`src/rtl/core/ple_pkg.sv`:
```
// shared types and constants of the positional list engine
`default_nettype none
package ple_pkg;

	localparam int CAPACITY_DEF   = 16;
	localparam int VALUE_BITS_DEF = 32;
	localparam int KIND_W         = 3;
	localparam int POS_W          = 5;
	localparam int ITEM_W         = 32;
	localparam int LEN_W          = 5;

	typedef enum logic [KIND_W-1:0] {
		KIND_INSERT = 3'd0,
		KIND_DELETE = 3'd1,
		KIND_APPEND = 3'd2,
		KIND_REMOVE = 3'd3,
		KIND_SEARCH = 3'd4
	} kind_t;

	typedef enum logic [1:0] {
		ST_DONE  = 2'd0,
		ST_RANGE = 2'd1,
		ST_FULL  = 2'd2,
		ST_MISS  = 2'd3
	} status_t;

	typedef enum logic [2:0] {
		IDX_HOLD,
		IDX_COUNT,
		IDX_POS,
		IDX_ZERO,
		IDX_DEC,
		IDX_INC
	} idx_op_t;

	typedef enum logic [1:0] {
		RD_IDX,
		RD_IDX_DN,
		RD_IDX_UP,
		RD_POS
	} rd_sel_t;

	typedef enum logic [1:0] {
		CNT_HOLD,
		CNT_INC,
		CNT_DEC
	} cnt_op_t;

	typedef struct packed {
		logic    load;
		idx_op_t idx_op;
		logic    rd_en;
		rd_sel_t rd_sel;
		logic    wr_en;
		logic    wr_shift;
		cnt_op_t cnt_op;
		logic    take;
		logic    set_status;
		status_t status;
		logic    out_load;
	} ctrl_cmd_t;

	typedef struct packed {
		logic  kind_valid;
		kind_t kind;
		logic  pos_gt_cnt;
		logic  pos_lt_cnt;
		logic  full;
		logic  empty;
		logic  idx_gt_pos;
		logic  idx_up_lt_cnt;
		logic  match;
		logic  out_free;
	} dp_flags_t;

endpackage
`default_nettype wire

```
`src/rtl/core/ple_cmd_if.sv`:
```
// operation channel of the positional list engine
`default_nettype none
interface ple_cmd_if;
	logic               valid;
	logic               ready;
	logic [2:0]         kind;
	logic [4:0]         position;
	logic signed [31:0] item_value;

	modport source (output valid, kind, position, item_value, input ready);
	modport sink (input valid, kind, position, item_value, output ready);
	modport monitor (input valid, ready, kind, position, item_value);
endinterface
`default_nettype wire

```
`src/rtl/core/ple_rsp_if.sv`:
```
// result channel of the positional list engine
`default_nettype none
interface ple_rsp_if;
	logic               valid;
	logic               ready;
	logic [1:0]         status;
	logic signed [31:0] removed_value;
	logic [4:0]         list_length;

	modport source (output valid, status, removed_value, list_length, input ready);
	modport sink (input valid, status, removed_value, list_length, output ready);
	modport monitor (input valid, ready, status, removed_value, list_length);
endinterface
`default_nettype wire

```
`src/rtl/core/ple_ctrl.sv`:
```
// sequencer of the positional list engine
`default_nettype none
module ple_ctrl
	import ple_pkg::*;
(
	input  wire logic      clk,
	input  wire logic      arst_n,
	input  wire logic      cmd_valid,
	output logic           cmd_ready,
	input  wire dp_flags_t flags,
	output ctrl_cmd_t      ctl
);

	typedef enum logic [9:0] {
		S_IDLE     = 10'b00_0000_0001,
		S_CHECK    = 10'b00_0000_0010,
		S_INS_LOOP = 10'b00_0000_0100,
		S_INS_MOVE = 10'b00_0000_1000,
		S_DEL_TAKE = 10'b00_0001_0000,
		S_DEL_LOOP = 10'b00_0010_0000,
		S_DEL_MOVE = 10'b00_0100_0000,
		S_SRCH_RD  = 10'b00_1000_0000,
		S_SRCH_CMP = 10'b01_0000_0000,
		S_FINISH   = 10'b10_0000_0000
	} state_t;

	state_t state_q, state_d;

	always_ff @(posedge clk or negedge arst_n) begin
		if (!arst_n) begin
			state_q <= S_IDLE;
		end else begin
			state_q <= state_d;
		end
	end

	always_comb begin
		state_d        = state_q;
		cmd_ready      = 1'b0;
		ctl            = '0;
		ctl.idx_op     = IDX_HOLD;
		ctl.rd_sel     = RD_IDX;
		ctl.cnt_op     = CNT_HOLD;
		ctl.status     = ST_RANGE;
		case (state_q)
			S_IDLE: begin
				cmd_ready = 1'b1;
				if (cmd_valid) begin
					ctl.load = 1'b1;
					state_d  = S_CHECK;
				end
			end
			S_CHECK: begin
				ctl.set_status = 1'b1;
				state_d        = S_FINISH;
				if (!flags.kind_valid) begin
					ctl.status = ST_RANGE;
				end else begin
					case (flags.kind)
						KIND_INSERT, KIND_APPEND: begin
							if (flags.pos_gt_cnt) begin
								ctl.status = ST_RANGE;
							end else if (flags.full) begin
								ctl.status = ST_FULL;
							end else begin
								ctl.set_status = 1'b0;
								ctl.idx_op     = IDX_COUNT;
								state_d        = S_INS_LOOP;
							end
						end
						KIND_DELETE, KIND_REMOVE: begin
							if (!flags.pos_lt_cnt) begin
								ctl.status = ST_RANGE;
							end else begin
								ctl.set_status = 1'b0;
								ctl.idx_op     = IDX_POS;
								ctl.rd_en      = 1'b1;
								ctl.rd_sel     = RD_POS;
								state_d        = S_DEL_TAKE;
							end
						end
						KIND_SEARCH: begin
							if (flags.empty) begin
								ctl.status = ST_MISS;
							end else begin
								ctl.set_status = 1'b0;
								ctl.idx_op     = IDX_ZERO;
								state_d        = S_SRCH_RD;
							end
						end
						default: begin
							ctl.status = ST_RANGE;
						end
					endcase
				end
			end
			S_INS_LOOP: begin
				if (flags.idx_gt_pos) begin
					ctl.rd_en  = 1'b1;
					ctl.rd_sel = RD_IDX_DN;
					state_d    = S_INS_MOVE;
				end else begin
					ctl.wr_en      = 1'b1;
					ctl.cnt_op     = CNT_INC;
					ctl.set_status = 1'b1;
					ctl.status     = ST_DONE;
					state_d        = S_FINISH;
				end
			end
			S_INS_MOVE: begin
				ctl.wr_en    = 1'b1;
				ctl.wr_shift = 1'b1;
				ctl.idx_op   = IDX_DEC;
				state_d      = S_INS_LOOP;
			end
			S_DEL_TAKE: begin
				ctl.take = 1'b1;
				state_d  = S_DEL_LOOP;
			end
			S_DEL_LOOP: begin
				if (flags.idx_up_lt_cnt) begin
					ctl.rd_en  = 1'b1;
					ctl.rd_sel = RD_IDX_UP;
					state_d    = S_DEL_MOVE;
				end else begin
					ctl.cnt_op     = CNT_DEC;
					ctl.set_status = 1'b1;
					ctl.status     = ST_DONE;
					state_d        = S_FINISH;
				end
			end
			S_DEL_MOVE: begin
				ctl.wr_en    = 1'b1;
				ctl.wr_shift = 1'b1;
				ctl.idx_op   = IDX_INC;
				state_d      = S_DEL_LOOP;
			end
			S_SRCH_RD: begin
				ctl.rd_en  = 1'b1;
				ctl.rd_sel = RD_IDX;
				state_d    = S_SRCH_CMP;
			end
			S_SRCH_CMP: begin
				if (flags.match) begin
					ctl.set_status = 1'b1;
					ctl.status     = ST_DONE;
					state_d        = S_FINISH;
				end else if (flags.idx_up_lt_cnt) begin
					ctl.idx_op = IDX_INC;
					state_d    = S_SRCH_RD;
				end else begin
					ctl.set_status = 1'b1;
					ctl.status     = ST_MISS;
					state_d        = S_FINISH;
				end
			end
			S_FINISH: begin
				if (flags.out_free) begin
					ctl.out_load = 1'b1;
					state_d      = S_IDLE;
				end
			end
			default: begin
				state_d = S_IDLE;
			end
		endcase
	end

endmodule
`default_nettype wire

```
`src/rtl/core/ple_dpath.sv`:
```
// entry memory, counters and result register of the positional list engine
`default_nettype none
module ple_dpath
	import ple_pkg::*;
#(
	parameter int CAPACITY   = CAPACITY_DEF,
	parameter int VALUE_BITS = VALUE_BITS_DEF
) (
	input  wire logic               clk,
	input  wire logic               arst_n,
	input  wire logic [KIND_W-1:0]  kind,
	input  wire logic [POS_W-1:0]   position,
	input  wire logic signed [ITEM_W-1:0] item_value,
	input  wire ctrl_cmd_t          ctl,
	output dp_flags_t               flags,
	ple_rsp_if.source               rsp
);

	localparam int CNT_W = $clog2(CAPACITY + 1);
	localparam int CMP_W = (CNT_W > POS_W) ? CNT_W : POS_W;
	localparam int IDX_W = $clog2(CAPACITY);

	logic [VALUE_BITS-1:0] mem_q [CAPACITY];
	logic [VALUE_BITS-1:0] rd_data_q;
	logic [VALUE_BITS-1:0] val_q;
	logic [KIND_W-1:0]     kind_q;
	logic [CMP_W-1:0]      pos_q;
	logic [CMP_W-1:0]      count_q;
	logic [CMP_W-1:0]      idx_q;
	logic [ITEM_W-1:0]     removed_q;
	status_t               status_q;
	logic                  rsp_valid_q;
	logic [1:0]            rsp_status_q;
	logic [ITEM_W-1:0]     rsp_removed_q;
	logic [LEN_W-1:0]      rsp_length_q;

	logic [CMP_W-1:0]      rd_addr;
	logic [CMP_W-1:0]      idx_up;
	logic [CMP_W-1:0]      load_pos;
	logic [VALUE_BITS-1:0] wr_data;

	assign idx_up = idx_q + CMP_W'(1);

	always_comb begin
		case (kind_t'(kind))
			KIND_APPEND: load_pos = count_q;
			KIND_REMOVE: load_pos = count_q - CMP_W'(1);
			default:     load_pos = CMP_W'(position);
		endcase
	end

	always_comb begin
		case (ctl.rd_sel)
			RD_IDX_DN: rd_addr = idx_q - CMP_W'(1);
			RD_IDX_UP: rd_addr = idx_up;
			RD_POS:    rd_addr = pos_q;
			default:   rd_addr = idx_q;
		endcase
	end

	assign wr_data = ctl.wr_shift ? rd_data_q : val_q;

	// entry memory, one write and one registered read a cycle
	always_ff @(posedge clk) begin
		if (ctl.wr_en) begin
			mem_q[idx_q[IDX_W-1:0]] <= wr_data;
		end
		if (ctl.rd_en) begin
			rd_data_q <= mem_q[rd_addr[IDX_W-1:0]];
		end
	end

	always_ff @(posedge clk) begin
		if (ctl.load) begin
			kind_q    <= kind;
			pos_q     <= load_pos;
			val_q     <= VALUE_BITS'($signed(item_value));
			removed_q <= '0;
		end else if (ctl.take) begin
			removed_q <= ITEM_W'($signed(rd_data_q));
		end
		if (ctl.set_status) begin
			status_q <= ctl.status;
		end
		case (ctl.idx_op)
			IDX_COUNT: idx_q <= count_q;
			IDX_POS:   idx_q <= pos_q;
			IDX_ZERO:  idx_q <= '0;
			IDX_DEC:   idx_q <= idx_q - CMP_W'(1);
			IDX_INC:   idx_q <= idx_up;
			default:   idx_q <= idx_q;
		endcase
	end

	always_ff @(posedge clk or negedge arst_n) begin
		if (!arst_n) begin
			count_q <= '0;
		end else begin
			case (ctl.cnt_op)
				CNT_INC: count_q <= count_q + CMP_W'(1);
				CNT_DEC: count_q <= count_q - CMP_W'(1);
				default: count_q <= count_q;
			endcase
		end
	end

	// result register
	always_ff @(posedge clk or negedge arst_n) begin
		if (!arst_n) begin
			rsp_valid_q <= 1'b0;
		end else if (ctl.out_load) begin
			rsp_valid_q <= 1'b1;
		end else if (rsp.ready) begin
			rsp_valid_q <= 1'b0;
		end
	end

	always_ff @(posedge clk) begin
		if (ctl.out_load) begin
			rsp_status_q  <= status_q;
			rsp_removed_q <= removed_q;
			rsp_length_q  <= count_q[LEN_W-1:0];
		end
	end

	assign rsp.valid         = rsp_valid_q;
	assign rsp.status        = rsp_status_q;
	assign rsp.removed_value = rsp_removed_q;
	assign rsp.list_length   = rsp_length_q;

	always_comb begin
		flags               = '0;
		flags.kind_valid    = (kind_q <= KIND_W'(KIND_SEARCH));
		flags.kind          = kind_t'(kind_q);
		flags.pos_gt_cnt    = (pos_q > count_q);
		flags.pos_lt_cnt    = (pos_q < count_q);
		flags.full          = (count_q >= CMP_W'(CAPACITY));
		flags.empty         = (count_q == '0);
		flags.idx_gt_pos    = (idx_q > pos_q);
		flags.idx_up_lt_cnt = (idx_up < count_q);
		flags.match         = (rd_data_q == val_q);
		flags.out_free      = !rsp_valid_q || rsp.ready;
	end

endmodule
`default_nettype wire

```
`src/rtl/core/positional_list_engine.sv`:
```
// top level of the positional list engine
// usage:
//   cmd carries one operation a beat: kind, position and item_value
//   rsp carries one result a beat: status, removed_value, list_length
//   the list lives in an entry memory with one write and one registered read
//   port; shifting moves one entry at a time (read, then write), and search
//   reads one entry at a time
// insert/append shift the entries from the target position onward back by one;
//   delete/remove shift the entries behind the target position forward by one;
//   search reads from the head until a match or the end of the list
// throughput: one operation at a time; cmd ready is high only when idle
//   the next cmd beat is taken while the previous result still waits on rsp
// reset clears the length to zero; entry contents are not cleared and are
//   never read before being written
// a stalled rsp holds its beat; a finished operation waits for the slot
//   before going idle
`default_nettype none
module positional_list_engine
	import ple_pkg::*;
#(
	parameter int CAPACITY   = CAPACITY_DEF,
	parameter int VALUE_BITS = VALUE_BITS_DEF
) (
	input  wire logic clk,
	input  wire logic arst_n,
	ple_cmd_if.sink   cmd,
	ple_rsp_if.source rsp
);

	ctrl_cmd_t ctl;
	dp_flags_t flags;
	logic      ready;

	assign cmd.ready = ready;

	ple_ctrl u_ctrl (
		.clk       (clk),
		.arst_n    (arst_n),
		.cmd_valid (cmd.valid),
		.cmd_ready (ready),
		.flags     (flags),
		.ctl       (ctl)
	);

	ple_dpath #(
		.CAPACITY   (CAPACITY),
		.VALUE_BITS (VALUE_BITS)
	) u_dpath (
		.clk        (clk),
		.arst_n     (arst_n),
		.kind       (cmd.kind),
		.position   (cmd.position),
		.item_value (cmd.item_value),
		.ctl        (ctl),
		.flags      (flags),
		.rsp        (rsp)
	);

endmodule
`default_nettype wire

```
`src/flat_wrapper.sv`:
```
// flat-port wrapper written by rule: the top's interface ports become plain ports
module positional_list_engine_flat import ple_pkg::*;
#(
	parameter int CAPACITY   = CAPACITY_DEF,
	parameter int VALUE_BITS = VALUE_BITS_DEF
)
  (clk, arst_n, cmd_valid, cmd_kind, cmd_position, cmd_item_value, cmd_ready, rsp_valid, rsp_status, rsp_removed_value, rsp_list_length, rsp_ready);
  ple_cmd_if cmd_i ();
  ple_rsp_if rsp_i ();
  input  wire logic clk;
  input  wire logic arst_n;
  input wire logic [$bits(cmd_i.valid)-1:0] cmd_valid;
  input wire logic [$bits(cmd_i.kind)-1:0] cmd_kind;
  input wire logic [$bits(cmd_i.position)-1:0] cmd_position;
  input wire logic [$bits(cmd_i.item_value)-1:0] cmd_item_value;
  output wire logic [$bits(cmd_i.ready)-1:0] cmd_ready;
  output wire logic [$bits(rsp_i.valid)-1:0] rsp_valid;
  output wire logic [$bits(rsp_i.status)-1:0] rsp_status;
  output wire logic [$bits(rsp_i.removed_value)-1:0] rsp_removed_value;
  output wire logic [$bits(rsp_i.list_length)-1:0] rsp_list_length;
  input wire logic [$bits(rsp_i.ready)-1:0] rsp_ready;
  assign cmd_i.valid = cmd_valid;
  assign cmd_i.kind = cmd_kind;
  assign cmd_i.position = cmd_position;
  assign cmd_i.item_value = cmd_item_value;
  assign cmd_ready = cmd_i.ready;
  assign rsp_valid = rsp_i.valid;
  assign rsp_status = rsp_i.status;
  assign rsp_removed_value = rsp_i.removed_value;
  assign rsp_list_length = rsp_i.list_length;
  assign rsp_i.ready = rsp_ready;
  positional_list_engine #(.CAPACITY(CAPACITY), .VALUE_BITS(VALUE_BITS)) u_core (.clk(clk), .arst_n(arst_n), .cmd(cmd_i), .rsp(rsp_i));
endmodule
```
`config.mk`:
```
export PLATFORM = sky130hd
export DESIGN_NAME = positional_list_engine_flat
export DESIGN_NICKNAME = d
export VERILOG_FILES = /design/src/rtl/core/ple_pkg.sv /design/src/rtl/core/ple_cmd_if.sv /design/src/rtl/core/ple_rsp_if.sv /design/src/rtl/core/ple_ctrl.sv /design/src/rtl/core/ple_dpath.sv /design/src/rtl/core/positional_list_engine.sv /design/src/flat_wrapper.sv
export SDC_FILE = /design/constraint.sdc
export NUM_CORES = 1
export LEC_CHECK = 0
export BUFFER_PORTS_ARGS = -buffer_cell sky130_fd_sc_hd__buf_4
export CORE_ASPECT_RATIO = 1.4
export CORE_MARGIN = 4
export CORE_UTILIZATION = 30
export DETAILED_ROUTE_END_ITERATION = 8
export GPL_ROUTABILITY_DRIVEN = 0
export PLACE_DENSITY = 0.5
export SYNTH_ARGS = -nofsm -noshare
export SYNTH_HDL_FRONTEND = slang
export SYNTH_SLANG_ARGS = --single-unit
```
`constraint.sdc`:
```
create_clock -name clk -period 8.1 [get_ports clk]
set_clock_uncertainty 0.05 [all_clocks]
set_input_delay 0.405 -clock clk [delete_from_list [all_inputs] [get_ports clk]]
set_output_delay 0.405 -clock clk [all_outputs]
set_load 0.005 [all_outputs]
```
# ---- After elaboration in Yosys (flattened, before gate mapping)
# Memories as Yosys holds them, arrays and structs flattened. A register that Yosys moved wholly into a read port is not among the register bits.
# Index checks and enable logic that the tools add are counted.
dict set report op_classes {
  add_sub_neg 4
  multipliers 0
  div 0
  order_cmp 6
  n_eq_ne 29
  shift 0
  n_mux 63
  bitwise 0
  reduce_logical 12
}
# cell count
set op_table {}
lappend op_table {{$mux W10} 11}
lappend op_table {{$pmux W10 S9} 1}
lappend op_table {{$pmux W3 S4} 3}
lappend op_table {{$eq A32 B32 Y1} 1}
lappend op_table {{$mux W32} 1}
lappend op_table {{$pmux W10 S3} 1}
lappend op_table {{$mux W3} 9}
lappend op_table {{$pmux W5 S5} 1}
lappend op_table {{$mux W1} 20}
lappend op_table {{$pmux W5 S2} 2}
lappend op_table {{$eq A3 B2 Y1 const B} 6}
lappend op_table {{$mux W2} 6}
lappend op_table {{$pmux W4 S3} 1}
lappend op_table {{$add A5 B1 Y5 const B} 2}
lappend op_table {{$eq A10 B1 Y1 const B} 1}
lappend op_table {{$eq A10 B10 Y1 const B} 1}
lappend op_table {{$eq A10 B2 Y1 const B} 1}
lappend op_table {{$eq A10 B3 Y1 const B} 1}
lappend op_table {{$eq A10 B4 Y1 const B} 1}
lappend op_table {{$eq A10 B5 Y1 const B} 1}
lappend op_table {{$eq A10 B6 Y1 const B} 1}
lappend op_table {{$eq A10 B7 Y1 const B} 1}
lappend op_table {{$eq A10 B8 Y1 const B} 1}
lappend op_table {{$eq A10 B9 Y1 const B} 1}
lappend op_table {{25 further kinds} 39}
dict set report word_totals {
  reg_bits 134
  latchBits 0
  mem_bits_rw 512
  mem_bits_ro 0
  output_inout_bits 41
  wordCells 127
  memories 1
}
# memory words word_bits rd rd_clocked_by_memory_dff wr line
set mem_list {}
lappend mem_list {u_core.u_dpath.mem_q 16 32 1 1 1 ple_dpath.sv:23} ;# logic [VALUE_BITS-1:0] mem_q [CAPACITY];

# ---- Logic depth before layout (Yosys ltp)
dict set report depth {
  ltp_word 8
  ltp_mapped 15
  depth_no_buf 13
}

# ---- Cells and area by module
# From an unflattened synthesis, not the netlist that was laid out.
dict set report unflattened {
  cells_unflattened 1701
  area_unflattened_um2 27873.0
}
# module n_inst cells_per_inst area_each_um2 seq_area_each_um2
set by_module_without_submodules {}
lappend by_module_without_submodules {ple_dpath 1 1606 27076.0 19708.9}
lappend by_module_without_submodules {ple_ctrl 1 95 797.0 251.5}

# ---- Least setup slack after synthesis
# No wires, ideal clock.
dict set report synth_timing {
  path_kind {register to register}
  start {reg u_core.u_ctrl.state_q[8]}
  end {mem u_core.u_dpath.mem_q[3][0] (netlist bit) (enable)}
  setup_time_ns 0.461
  t_arrival_ns 4.118
  required_time_ns 7.589
  setup_slack_ns 3.471
  path_stages_with_launch 9
  path_buffers 1
  synth_period_minus_slack_ns 4.629
  cell_sequence {dfrtp_1 -> or4_1 -> nor2_1 -> nand4b_1 -> nor2b_1 -> clkbuf_1 -> nand2_1 -> nand2_1 -> nor3_1}
}
dict set report synth_via {
  elab_chain_len 5
}
# element line
set synth_rtl {}
lappend synth_rtl {{start: declaration} ple_ctrl.sv:27} ;# state_t state_q, state_d;
lappend synth_rtl {{start signal: assignment} ple_ctrl.sv:33} ;# state_q <= state_d;
lappend synth_rtl {{$eq A10 B7 Y1 / $eq A10 B4 Y1 (equally long branches)} ple_ctrl.sv:45} ;# case (state_q)
lappend synth_rtl {{$reduce_or A2 Y1 (no source line)} -}
lappend synth_rtl {{$pmux W1 S2 *} ple_ctrl.sv:45}
lappend synth_rtl {{$mux W1 *} ple_dpath.sv:65} ;# if (ctl.wr_en) begin
lappend synth_rtl {{$mux W1 (not written as such) *} ple_dpath.sv:66} ;# mem_q[idx_q[IDX_W-1:0]] <= wr_data;
lappend synth_rtl {{end: declaration} ple_dpath.sv:23}
# Every way passes the cells marked *; elsewhere a longest branch is shown, timed or not.

# ---- Worst setup path in the final report
dict set report layout_timing {
  start {reg u_core.u_dpath.idx_q[2]}
  end {reg u_core.u_dpath.rd_data_q[23] (read register of u_core.u_dpath.mem_q) (data pin)}
}
dict set report layout_via {
  elab_chain_len 6
}
# element line
set layout_rtl {}
lappend layout_rtl {{start: declaration} ple_dpath.sv:29} ;# logic [CMP_W-1:0] idx_q;
lappend layout_rtl {{start signal: assignment} ple_dpath.sv:86} ;# IDX_COUNT: idx_q <= count_q;
lappend layout_rtl {{start signal: assignment} ple_dpath.sv:87} ;# IDX_POS: idx_q <= pos_q;
lappend layout_rtl {{start signal: assignment} ple_dpath.sv:89} ;# IDX_DEC: idx_q <= idx_q - CMP_W'(1);
lappend layout_rtl {{$add A5 B1 Y5} ple_dpath.sv:42} ;# assign idx_up = idx_q + CMP_W'(1);
lappend layout_rtl {{$lt A5 B5 Y1} ple_dpath.sv:140} ;# flags.idx_up_lt_cnt = (idx_up < count_q);
lappend layout_rtl {{$mux W3} ple_ctrl.sv:121} ;# if (flags.idx_up_lt_cnt) begin
lappend layout_rtl {{$pmux W3 S4} ple_ctrl.sv:45}
lappend layout_rtl {{$eq A2 B2 Y1 / $eq A2 B1 Y1 (equally long branches)} ple_dpath.sv:53} ;# case (ctl.rd_sel)
lappend layout_rtl {{$pmux W4 S3} ple_dpath.sv:53}
lappend layout_rtl {{end: declaration} ple_dpath.sv:24} ;# logic [VALUE_BITS-1:0] rd_data_q;
# Parallel ways exist; a longest one is shown, timed or not.
# A chain may end at the register's enable or synchronous reset.

==> results.ini <==
[run_status]
outcome = complete, no violations

[die]
start_util_pct = 30.37
die_x_um = 261.1
fp.dieH_um = 362.4
dieArea_um2 = 94630
rows = 129
core_um2 = 88610
io_pins = 85

[sta]
final.period_utilization_pct = 63.17
holdWs_ps = 43.32
setup_viol = 0
finalHoldViolCount = 0
rsz0062_at_grt = false
period_needed_ps = 5117
finalWorstSetupSlack_ps = 2983
tightest_slew_ps = 1062
slew_headroom_pct = 28.54
max_freq_mhz = 195.4
slew_violations = 0
tns_ps = 0

[layout]
area_growth_pct = 18.09
fin_util_pct = 35.86
num_antenna_cells = 0
stdcell_count = 2764
drive_gt1_share_pct = 31.36
nets = 1598

[yosys]
synth_top_area_share_pct = 70.30
muxShareOfSynthArea_pct = 16.33
synthTopCellsByCount = edfxtp_1 (630), mux2_2 (128), mux4_2 (128), nand2_1 (94), a21oi_1 (40)
ys_warn_count = 0
synth_nets = 1432
syn_inst = 1365
ys_seq_area_share_pct = 74.17
synth_flop_cell = edfxtp_1
yosysTopAreaCell = edfxtp_1
synthAdderAreaFrac_pct = 1.069
synthSimpleGateAreaFrac_pct = 3.696
yosysMostFrequentCell = edfxtp_1
synth_xor_area_share_pct = 1.530
synth_seq_cells = 678
synth_top_family_by_area = multiplexers
avgSynthCellArea_um2 = 19.71
synth_area_leaders = edfxtp_1 (70%), mux4_2 (11%), mux2_2 (5.4%), dfxtp_1 (2.4%), dfrtp_1 (1.4%)
synth_area_um2 = 26910
synth-async-reset-ratio_pct = 2.360
synth_cell_types = 55
synth-compound-area-share_pct = 1.720
synth_edf_count = 630

[clock_network]
clk_pin_slew_ps = 60
clk_path_buf_depth = 3
htree_levels = 3
clk_latency_ps = 620
numCtsBuffers = 70
cts_sinks = 678
root_buffer = clkbuf_16
tritoncts = built
post_cts_resized = 0

[pwr]
ir_worst_vdd_mv = 0.1224
power.leakage_nw = 10.28
power_density_nw_per_um2 = 254.7

[critical_path]
r2r_slack_ps = 2980
worst-endpoint-required_ps = 8410
crit_arrival_ps = 5430
setup.worst_path.end_class = flop
crit_path_start_kind = flop
worst-path-max-fanout = 35
crit_type = reg2reg

[grt]
grt-ovfl-total = 0
grt_pass1_vias = 14120
grt_pass1_wl_um = 99400
antenna_found_initial = 0
gr-usage-all-layers_pct = 14.51
grt_start_max_net_pins = 65

[drt]
antenna_left = 0
vias = 13410
postRouteWirelength_um = 68800
drc = 0
vias_per_cell = 4.850
drtIter0Drc = 1092
wl_per_cell_um = 24.89
first_pass_iters = 5

[placement]
post-place-ws_ps = 2951
place_inst = 2600
io_buffers = 84
dpl.hpwl_um = 36810

[min_path]
hp-class = in2reg

[flow_run]
maxCapViolations = 0

## final cells by class
class                   instances  area, um2
clock buffers                  95       1949
well taps                    1179       1475
multi-input cells             613       6745
inverters                      17      63.81
fillers                      8188      56830
clock inverters                31      344.1
repair buffers                151       1241
flip-flops and latches        678      19960
## cell usage in the layout, fill, tap and decap left out, types with 6 or more instances in the layout
cell type,synthesis,final
a21oi_1,40,40
buf_4,2,112
bufinv_16,0,7
clkbuf_1,27,18
clkbuf_16,0,73
clkinv_1,2,13
dfrtp_1,15,15
dfxtp_1,32,32
dlygate4sd3_1,0,38
edfxtp_1,630,630
ha_1,23,23
inv_1,15,15
mux2_2,128,128
mux2i_1,7,6
mux4_2,128,128
nand2_1,94,94
nand2b_1,7,7
nand3_1,10,9
nand4b_1,9,9
nor2_1,28,16
nor2_4,0,12
nor3_1,12,8
nor4_1,11,11
o21ai_0,10,10
xnor2_1,12,12
xor2_1,35,35
## repair_timing
action,4_1_cts,5_1_grt
hold buffers,38,0
hold endpoints to repair,53,0
setup buffers,0,0
endpoints found under the setup margin,0,0
## stage by stage
stage / instance area, um2 / power, mW
detailed placement: 29110 / 4.930
CTS: 31780 / 8.205
global route: 31780 / 8.417
floorplan: 26910 / 4.644
global placement: 29110 / 4.910
finish: 31780 / 8.095
## registers in the layout, indices dropped and copies added, names as in the netlist
| signal | flops |
|---|---|
| u_core.u_dpath.count_q | 5 |
| u_core.u_dpath.rsp.removed_value | 32 |
| u_core.u_dpath.rd_data_q | 32 |
| u_core.u_dpath.kind_q | 3 |
| u_core.u_dpath.val_q | 32 |
| u_core.u_dpath.mem_q | 512 |
| u_core.u_dpath.rsp.list_length | 5 |
| u_core.u_dpath.status_q | 2 |
| u_core.u_dpath.removed_q | 32 |
| u_core.u_ctrl.state_q | 10 |
| u_core.u_dpath.pos_q | 5 |
| u_core.u_dpath.rsp.status | 2 |
| u_core.u_dpath.rsp.valid | 1 |
| u_core.u_dpath.idx_q | 5 |
## per-layer routing
layer / vias to the layer above / global-route usage (%) / share of wire (%)
met2: 376 / 24.54 / 50
met5: - / 0 / 0
met3: 97 / 2.204 / 4.8
met4: 0 / 4.619 / 2.5
met1: 7103 / 19.30 / 43
li1: 5830 / - / -
## critical path, stage by stage (launching register included)
cell and delay (ps):
edfxtp_1 740, nand3_1 170, xnor2_1 290, ha_1 300, a21oi_1 140, o21ai_0 140, a211o_1 360, inv_1 210
o21ai_1 150, a31oi_4 460, buf_4 700, mux4_2 590, mux2_2 270, mux2_2 270
## kinds of logic (layout without fill, tap and decap cells)
family | Yosys count | after routing
buffers and inverters | 74 | 294
and+or+nand+nor | 202 | 202
DFF | 678 | 678
muxes | 263 | 263
AOI/OAI and AO/OA | 78 | 78
xor gates and xnor gates | 47 | 47
adders and majority gates | 23 | 23
## final timing paths
| kind | from | endpoint | cells past startpoint |
|---|---|---|---|
| setup / recovery | u_core.u_dpath.idx_q[2] | u_core.u_dpath.rd_data_q[23] | 13 |
| hold / removal | cmd_position[0] | u_core.u_dpath.pos_q[0] | 3 |
| setup reg to reg | u_core.u_dpath.idx_q[2] | u_core.u_dpath.rd_data_q[23] | 13 |
| hold reg to reg | u_core.u_dpath.status_q[0] | u_core.u_dpath.rsp.status[0] | 0 |
| max in group asynchronous | arst_n | u_core.u_ctrl.state_q[0] | 2 |
| min in group asynchronous | arst_n | u_core.u_ctrl.state_q[9] | 2 |
## where the power goes
group	switching (mW)	internal [mW]	leakage, nW
Sequential	0.0806	4.07	6.15
Clock	1.32	1.92	1.12
Combinational	0.442	0.267	3.00
No activity file was read; power rests on OpenSTA's default activity.
